## src/sv/s2l_pkg.sv

```systemverilog
`timescale 1ns / 1ps
// ----------------------------------------------------------------------------
// s2l_pkg
// Types, fixed-point formats, constant divisors and the sRGB decode table
// shared by the sRGB to CIE L*a*b* pipeline.
// ----------------------------------------------------------------------------
package s2l_pkg;

  localparam int FRAC_BITS  = 8;                  // fraction bits of L, a, b
  localparam int Q_FRAC     = 20;                 // internal Q format
  localparam int OUT_SHIFT  = Q_FRAC - FRAC_BITS;

  localparam int LIN_W      = Q_FRAC + 1;         // linear channel, up to 1.0
  localparam int NUM_W      = 38;                 // dividend width
  localparam int HALF_W     = NUM_W / 2;
  localparam int MUL_W      = 25;                 // reciprocal width
  localparam int DIV_W      = 17;                 // divisor width
  localparam int Q_W        = Q_FRAC + 2;         // quotient, ratio and f width
  localparam int DIV_SHIFT  = NUM_W;
  localparam int CDIV_LAT   = 4;
  localparam int CBRT_STEPS = Q_W;
  localparam int LABF_LAT   = CBRT_STEPS;
  localparam int LIN_DELAY  = CBRT_STEPS - 1 - CDIV_LAT;
  localparam int SQ_W       = 2 * Q_W;
  localparam int P_W        = SQ_W - Q_FRAC;
  localparam int PROD_W     = P_W + Q_W;
  localparam int ACC_W      = 33;
  localparam int TOTAL_LAT  = 2 + CDIV_LAT + LABF_LAT + 2;

  localparam logic [DIV_W-1:0] DIV_X  = DIV_W'(95047);
  localparam logic [DIV_W-1:0] DIV_Y  = DIV_W'(10000);
  localparam logic [DIV_W-1:0] DIV_Z  = DIV_W'(108883);
  localparam logic [DIV_W-1:0] DIV_LF = DIV_W'(116000);

  localparam logic [MUL_W-1:0] RECIP_X  = MUL_W'((64'd1 << DIV_SHIFT) / 64'd95047);
  localparam logic [MUL_W-1:0] RECIP_Y  = MUL_W'((64'd1 << DIV_SHIFT) / 64'd10000);
  localparam logic [MUL_W-1:0] RECIP_Z  = MUL_W'((64'd1 << DIV_SHIFT) / 64'd108883);
  localparam logic [MUL_W-1:0] RECIP_LF = MUL_W'((64'd1 << DIV_SHIFT) / 64'd116000);

  // ratio above this takes the cube root branch
  localparam logic [Q_W-1:0] F_THRESH = Q_W'((64'd8856 << Q_FRAC) / 64'd1000000);
  localparam logic [NUM_W-1:0] LF_SLOPE  = NUM_W'(903292);
  localparam logic [NUM_W-1:0] LF_OFFSET = NUM_W'((64'd16000 << Q_FRAC) + 64'd58000);

  typedef struct packed {
    logic [7:0] red;
    logic [7:0] green;
    logic [7:0] blue;
  } pixel_t;

  typedef struct packed {
    logic        [14:0] lightness;
    logic signed [15:0] green_red_axis;
    logic signed [15:0] blue_yellow_axis;
  } lab_t;

  typedef logic [LIN_W-1:0] lin_table_t [256];

  // gamma decode of one channel code, Q20
  function automatic logic [LIN_W-1:0] lin_value(input int unsigned c);
    logic [63:0] cc;
    logic [63:0] t;
    logic [63:0] t2;
    logic [63:0] r;
    logic [63:0] cand;
    logic [63:0] p;
    cc = 64'(c);
    r  = 64'd0;
    if (cc <= 64'd10) begin
      return LIN_W'((((cc * 64'd10) << Q_FRAC) + 64'd16473) / 64'd32946);
    end
    t  = (((64'd1000 * cc + 64'd14025) << Q_FRAC) + 64'd134512) / 64'd269025;
    t2 = (t * t + (64'd1 << (Q_FRAC - 1))) >> Q_FRAC;
    for (int b = Q_FRAC; b >= 0; b--) begin
      cand = r | (64'd1 << b);
      p = cand;
      for (int k = 0; k < 4; k++) begin
        p = (p * cand) >> Q_FRAC;
      end
      if (cand <= (64'd1 << Q_FRAC) && p <= t2) begin
        r = cand;
      end
    end
    return LIN_W'((t2 * r + (64'd1 << (Q_FRAC - 1))) >> Q_FRAC);
  endfunction

  function automatic lin_table_t build_lin_table();
    lin_table_t tab;
    for (int i = 0; i < 256; i++) begin
      tab[i] = lin_value(i);
    end
    return tab;
  endfunction

  localparam lin_table_t LIN_TABLE = build_lin_table();

endpackage

```

## src/sv/s2l_cdiv.sv

```systemverilog
`timescale 1ns / 1ps
// ----------------------------------------------------------------------------
// s2l_cdiv
// Pipelined floor division by a fixed divisor: reciprocal multiply split in
// two partial products, then one remainder check and correction.
// ----------------------------------------------------------------------------
module s2l_cdiv (
  input  logic                         clk,
  input  logic [s2l_pkg::NUM_W-1:0]    num,
  input  logic [s2l_pkg::MUL_W-1:0]    recip,
  input  logic [s2l_pkg::DIV_W-1:0]    divisor,
  output logic [s2l_pkg::Q_W-1:0]      quot
);
  import s2l_pkg::*;

  localparam int PP_W   = HALF_W + MUL_W;
  localparam int FULL_W = NUM_W + MUL_W;
  localparam int DP_W   = Q_W + DIV_W;

  logic [PP_W-1:0]   pp_hi;
  logic [PP_W-1:0]   pp_lo;
  logic [NUM_W-1:0]  num1;
  logic [Q_W-1:0]    q0;
  logic [NUM_W-1:0]  num2;
  logic [DP_W-1:0]   back;
  logic [Q_W-1:0]    q1;
  logic [NUM_W-1:0]  num3;
  logic [FULL_W-1:0] full;
  logic [NUM_W-1:0]  rem;

  assign full = (FULL_W'(pp_hi) << HALF_W) + FULL_W'(pp_lo);
  assign rem  = num3 - NUM_W'(back);

  always_ff @(posedge clk) begin
    pp_hi <= PP_W'(num[NUM_W-1:HALF_W]) * PP_W'(recip);
    pp_lo <= PP_W'(num[HALF_W-1:0]) * PP_W'(recip);
    num1  <= num;
    q0    <= Q_W'(full >> DIV_SHIFT);
    num2  <= num1;
    back  <= DP_W'(q0) * DP_W'(divisor);
    q1    <= q0;
    num3  <= num2;
    // estimate is low by at most one
    quot  <= (rem >= NUM_W'(divisor)) ? q1 + Q_W'(1) : q1;
  end

endmodule

```

## config.mk

```make
export PLATFORM = sky130hd
export DESIGN_NAME = s2l_cdiv
export DESIGN_NICKNAME = d
export VERILOG_FILES = /design/src/sv/s2l_pkg.sv /design/src/sv/s2l_cdiv.sv
export SDC_FILE = /design/constraint.sdc
export NUM_CORES = 2
export LEC_CHECK = 0
export BUFFER_PORTS_ARGS = -buffer_cell sky130_fd_sc_hd__buf_4
export CAP_MARGIN = 20
export CORE_ASPECT_RATIO = 0.75
export CORE_MARGIN = 4
export CORE_UTILIZATION = 55
export DETAILED_ROUTE_END_ITERATION = 10
export GPL_TIMING_DRIVEN = 0
export PLACE_DENSITY = 0.79
export RECOVER_POWER = 50
export SYNTH_ARGS = -nofsm -noshare
export SYNTH_HDL_FRONTEND = slang
export SYNTH_SLANG_ARGS = --single-unit
```

## constraint.sdc

```tcl
create_clock -name clk -period 18.1 [get_ports clk]
set_clock_uncertainty 0.2 [all_clocks]
set_input_delay 2.715 -clock clk [delete_from_list [all_inputs] [get_ports clk]]
set_output_delay 2.715 -clock clk [all_outputs]
set_load 0.05 [all_outputs]
```

After elaboration in Yosys (flattened, before gate mapping). Index checks and enable logic that the tools add are counted.

Logic and storage cells: 17. Register bits after elaboration: 303. Input bits: 81. Output and inout bits: 22.

$add $sub $neg: 3. $lt $le $gt $ge: 1. Mux-type cells: 1. Multiply operators: 3.

Operator list (count): 60-bit by 44-bit adder with 60-bit output (1); 19-bit by 25-bit multiplier with 44-bit output (1); 19-bit by 25-bit multiplier with 41-bit output (1); 38-bit by 17-bit greater-or-equal comparator with 1-bit output (1); 22-bit by 17-bit multiplier with 38-bit output (1); 38-bit subtractor (1); 22-bit by 1-bit adder with 22-bit output (second input constant) (1); 22-bit two-way mux (1).

Logic depth before layout (Yosys ltp).
Depth after elaboration: 3. Depth in mapped cells: 27. Depth with buffers taken out: 26.

Worst setup path after synthesis. OpenSTA, ideal clock, no wires.

Kind: input -> register. Start: input port recip[7] (netlist bit). End: register pp_lo[43]. Data arrival time: 9.165 ns. Setup slack: 8.663 ns. Buffers on the path: 2. Setup time: 0.072 ns. Cell stages on the path: 27. Data required time: 17.828 ns. Path through: clkbuf_1 clkbuf_1 nand2_1 fa_1 inv_1 fa_1 inv_1 fa_1 inv_1 fa_1 fa_1 inv_1 fa_1 inv_1 ha_1 and3_1 a221oi_2 and4_1 a2111oi_2 a311o_1 o311a_1 o211ai_2 a21oi_1 nor4_2 o31ai_1 a21oi_1 xnor2_1.

Longest elaborated chain between the ends: 1.

RTL lines: start: declaration (line s2l_cdiv.sv:10) `input logic [s2l_pkg::MUL_W-1:0] recip,`; 19-bit by 25-bit multiplier with 44-bit output (line s2l_cdiv.sv:36) `pp_lo <= PP_W'(num[HALF_W-1:0]) * PP_W'(recip);`; end signal: assignment (line s2l_cdiv.sv:36); end: declaration (line s2l_cdiv.sv:21) `logic [PP_W-1:0] pp_lo;`.

No other way between the ends.

Worst setup path in the final report.
Start: input port recip[7] (netlist bit). End: register pp_lo[38].

Same word-level chain as after synthesis.

==> results.md <==
- The run finished with clean final reports.
- The clock-pin slew on the worst setup and hold paths is ~70 ps.
- For this run, the number of Yosys warnings is 0.
- The worst hold path was traced through 0 stages.
- After the first detailed-routing iteration, the DRC count stood at approximately 4,400.
- In the final routed layout, each cell accounts on average for around 22 um.
- For this run, the register share of the synthesized area comes to between 10 and 15%.
- Setup repair after global routing left no endpoint under its margin.
- After Yosys synthesis, XOR and XNOR cells account for under 10% of the synthesized area.
- The root buffer cell chosen for the clock tree is clkbuf_16.
- The data required time at the worst endpoint is around 18,000 ps.
- CTS built an H-tree with a depth of 1.
- The first global-routing pass estimated roughly 240 mm of wire.
- Hold repair after CTS inserted 0 buffers.
- Once detailed placement completed, the half-perimeter wirelength came to 128 mm.
- The tightest min-delay check is of the register to register type.
- Using the TritonRoute via totals, the vias-per-cell ratio works out to between 5 and 6.
- The max-cap check violation count is 0.
- By area the synthesized netlist is led by fa_1, dfxtp_1, ha_1.
- The via count of the first global-routing pass came to 40,900.
- The start-to-end type of the worst setup path is primary input to register.
- The number of gates resized after cts is 0.
- The final estimated routing congestion in global placement is 1.01.
- Measured against its own limit, the worst slew margin works out to 16.2%.
- The later pin in the worst-skew pair is clocked with a latency of roughly 600 ps.
- The pin slew with the least headroom to its limit is between 1000 and 1500 ps.
- After filler insertion, the fill cell instance count of the layout stands at roughly 8,000.
- Summed over all failing endpoints, the final setup total negative slack is 0 ps.
- The floorplan step defined a die boundary enclosing 98,000 um2.
- The largest buffer count on any clock path is 3.
- The final hold violation count came to 0.
- The area growth from synthesis to layout is 6.16%.
- The share of flip-flops with an asynchronous set or reset after synthesis is 0%.
- The cell count after synthesis is between 5,000 and 6,000.
- The data arrival time at the worst-slack endpoint is approximately 12,000 ps.
- The depth of the most critical reg-to-reg path is 26.
- The path with the worst hold slack has its endpoint at num2[25]$_DFF_P_.
- The endpoint of the lowest-slack register-to-register path is back[37]$_DFF_P_.
- Global routing used 31.8% of the available tracks.
- Of the total synthesized cell area, the portion taken by AND, OR, NAND and NOR gates is around 16%.
- The mean cell area of the mapped netlist is about 9 um2.
- The total number of placement rows is 96.
- The setup-violating endpoint count in the final report is 0.
- The number of antenna violations at the first check in global routing is 21.
- The largest fanout on the critical path is 10.
- The number of design rule violations left after detail routing is 0.
- The number of nets in the synthesized netlist is 7,281.
- Synthesis instantiated 79 different standard cells from the library.
- The worst setup path is captured at a register.
- The largest family of logic cells by synthesized area is adder cells.
- The vias after detailed routing is just under 40,000.
- The worst flop-to-flop path startpoint is q0[9]$_DFF_P_.
- The count of pins over their slew limit was 0.
- The area of the core is 91,900 um2.
- In this run, CTS created clock tree buffers numbering 31.
- The fraction of layout cells with a size suffix above 1 is about 2.3%.
- The largest total area in the synthesized netlist belongs to fa_1.
- The post-route minimum period is 11,330 ps.
- The floorplan die height is roughly 270 um.
- For this run, the top clock speed supported by timing is 88.3 MHz.
- Before antenna repair, the detailed router went through 8 iterations.
- The number of routed nets with antenna violations is 0.
- The number of I/O pins is between 100 and 150.
- The most used flip-flop cell after synthesis is dfxtp_1.
- The multi-input combinational cells in the finished layout cover a total of 39,200 um2.
- Entering global routing, the biggest net connects 17 pins.
- The effective utilization at floorplan is a little under three fifths.
- TritonCTS built the clock tree.
- The synthesized design devotes to its leading area cell type a little over two fifths of total area.
- In the final layout, flip-flops and latches occupy between 5000 and 6000 um2.
- After layout, the worst path uses between 60% and 70% of the clock period.
- The synthesis-stage register bit count is between 200 and 300.
- The fraction of the mapped netlist area in compound gates is roughly 4.9%.
- The count of buffers added on input and output ports is 79.
- After detailed routing, the total wire length is around 150 mm.
- The reg-to-reg setup timing slack is 9920 ps.
- The number of flops mapped to enable cells by yosys is 0.
- The mapped cell area is roughly 51,000 um2.
- The worst setup path is launched from a primary input.
- The launch instance of the worst min-delay path is num1[25]$_DFF_P_.
- The die extent in x is about 360 um.
- The count of nets after finishing is 7,398.
- The number of setup buffers added after CTS is 0.
- The CTS sink count is around 280.
- Of the total synthesized cell area, the portion taken by full adders, half adders and majority gates is between 50% and 60%.
- The total overflow left after global routing is 0.
- The multiplexer share of the synthesized area is less than 1%.
area by class of cell:
| type | instances | share of cell area [%] |
|---|---|---|
| Multi-Input combinational cell | 3748 | 72.2 |
| Sequential cell | 284 | 10.5 |
| Inverter | 1405 | 9.71 |
| Tap cell | 1225 | 2.82 |
| Buffer | 262 | 1.83 |
| Clock buffer | 36 | 1.54 |
| Timing Repair Buffer | 84 | 0.899 |
| Clock inverter | 21 | 0.454 |
| Antenna cell | 20 | 0.0922 |
kinds of logic after synthesis:
group	count (synthesis)
compound gates	368
mux	6
buf+inv	1667
simple gates	1717
xor+xnor	156
flops	284
fa+ha+maj	1501
Yosys cell counts (4+ instances only):
cell	instances
o31ai_1	11
nor4_1	10
and3_1	24
nand4_1	21
dfxtp_1	284
fa_1	1076
nand2b_1	22
mux2i_1	5
a31oi_1	11
and4_1	7
o21a_1	24
inv_1	1405
nor2b_1	23
o21ai_0	65
nor2_1	88
xnor2_1	104
and2_1	583
a221oi_1	4
a2111oi_0	5
a2bb2oi_1	4
nor3b_1	9
nand2_1	812
a21oi_1	107
a211o_1	6
a21o_1	40
o21ai_1	4
nand3_1	45
xor2_1	52
o21bai_1	15
or3_1	13
o211ai_1	9
a211oi_1	14
or2_2	8
ha_1	425
nor3_1	43
clkbuf_1	257
critical path: stages:
cell and delay [ps]:
clkbuf_1 650, clkbuf_1 860, nand2_1 190, fa_1 600, inv_1 60, fa_1 500
inv_1 60, fa_1 540, inv_1 50, fa_1 480, fa_1 500, inv_1 50
fa_1 480, inv_1 50, ha_1 290, and3_1 230, o2111ai_1 240, and3_1 270
a2111oi_2 560, a311o_1 420, o311a_1 390, o211ai_2 180, a31oi_1 400, o21a_1 200
o21a_1 150, nor3_1 60, nor4_1 370
layout by cell type, fill, tap and decap left out, types with 15 or more instances in the layout:
master	netlist	final
and2_1	583	582
dfxtp_1	284	284
ha_1	425	425
nand3_1	45	45
o21bai_1	15	15
nand2_1	812	812
o21ai_0	65	65
nand2b_1	22	22
nor2_1	88	88
buf_4	2	46
o21a_1	24	24
diode_2	0	20
a21o_1	40	40
xnor2_1	104	104
nor2b_1	23	23
nor3_1	43	43
clkbuf_1	257	297
a21oi_1	107	107
clkbuf_16	0	31
inv_1	1405	1405
and3_1	24	24
fa_1	1076	1076
nand4_1	21	21
xor2_1	52	52
layer usage:
layer	up-vias	track usage [%]	wire length, um
met5	-	0	60
met1	19600	43.9	60000
met2	2540	45.3	62700
met3	456	13.2	24300
met4	8	11.2	6730
li1	17000	-	-
worst max path at each step:
| stage | startpoint | slack (ps) | endpoint | cells past startpoint |
|---|---|---|---|---|
| after global routing | recip[7] | 6620 | pp_lo[38]$_DFF_P_ | 27 |
| final | recip[7] | 6770 | pp_lo[38]$_DFF_P_ | 27 |
| after detailed placement | recip[7] | 6520 | pp_lo[34]$_DFF_P_ | 26 |
| after floorplan | recip[7] | 8660 | pp_lo[43]$_DFF_P_ | 27 |
| after global placement | recip[7] | 6680 | pp_lo[34]$_DFF_P_ | 26 |
| after CTS | recip[7] | 7070 | pp_lo[34]$_DFF_P_ | 26 |
through the flow:
stage | area (um2) | std cells | hold slack (ps) | utilization [%] | worst slack (ps)
floorplan | 51200 | 5699 | 110 | - | 8660
global placement | 53300 | 7003 | 111 | 58.0 | 6680
detailed placement | 53300 | 7003 | 112 | 58.0 | 6520
CTS | 54400 | 7060 | 122 | 59.2 | 7070
global route | 54300 | 7069 | 127 | 59.1 | 6620
finish | 54300 | 7085 | 122 | 59.1 | 6770
sequential cells by signal, indices dropped and copies added (netlist names):
signal and flops:
quot 22, pp_hi 41, pp_lo 25, num2 38, q0 22, num3 38, back 38, num1 38
q1 22
Power is not shown: default switching activity piles up to over one toggle a cycle in this logic, so the estimate is an artifact.
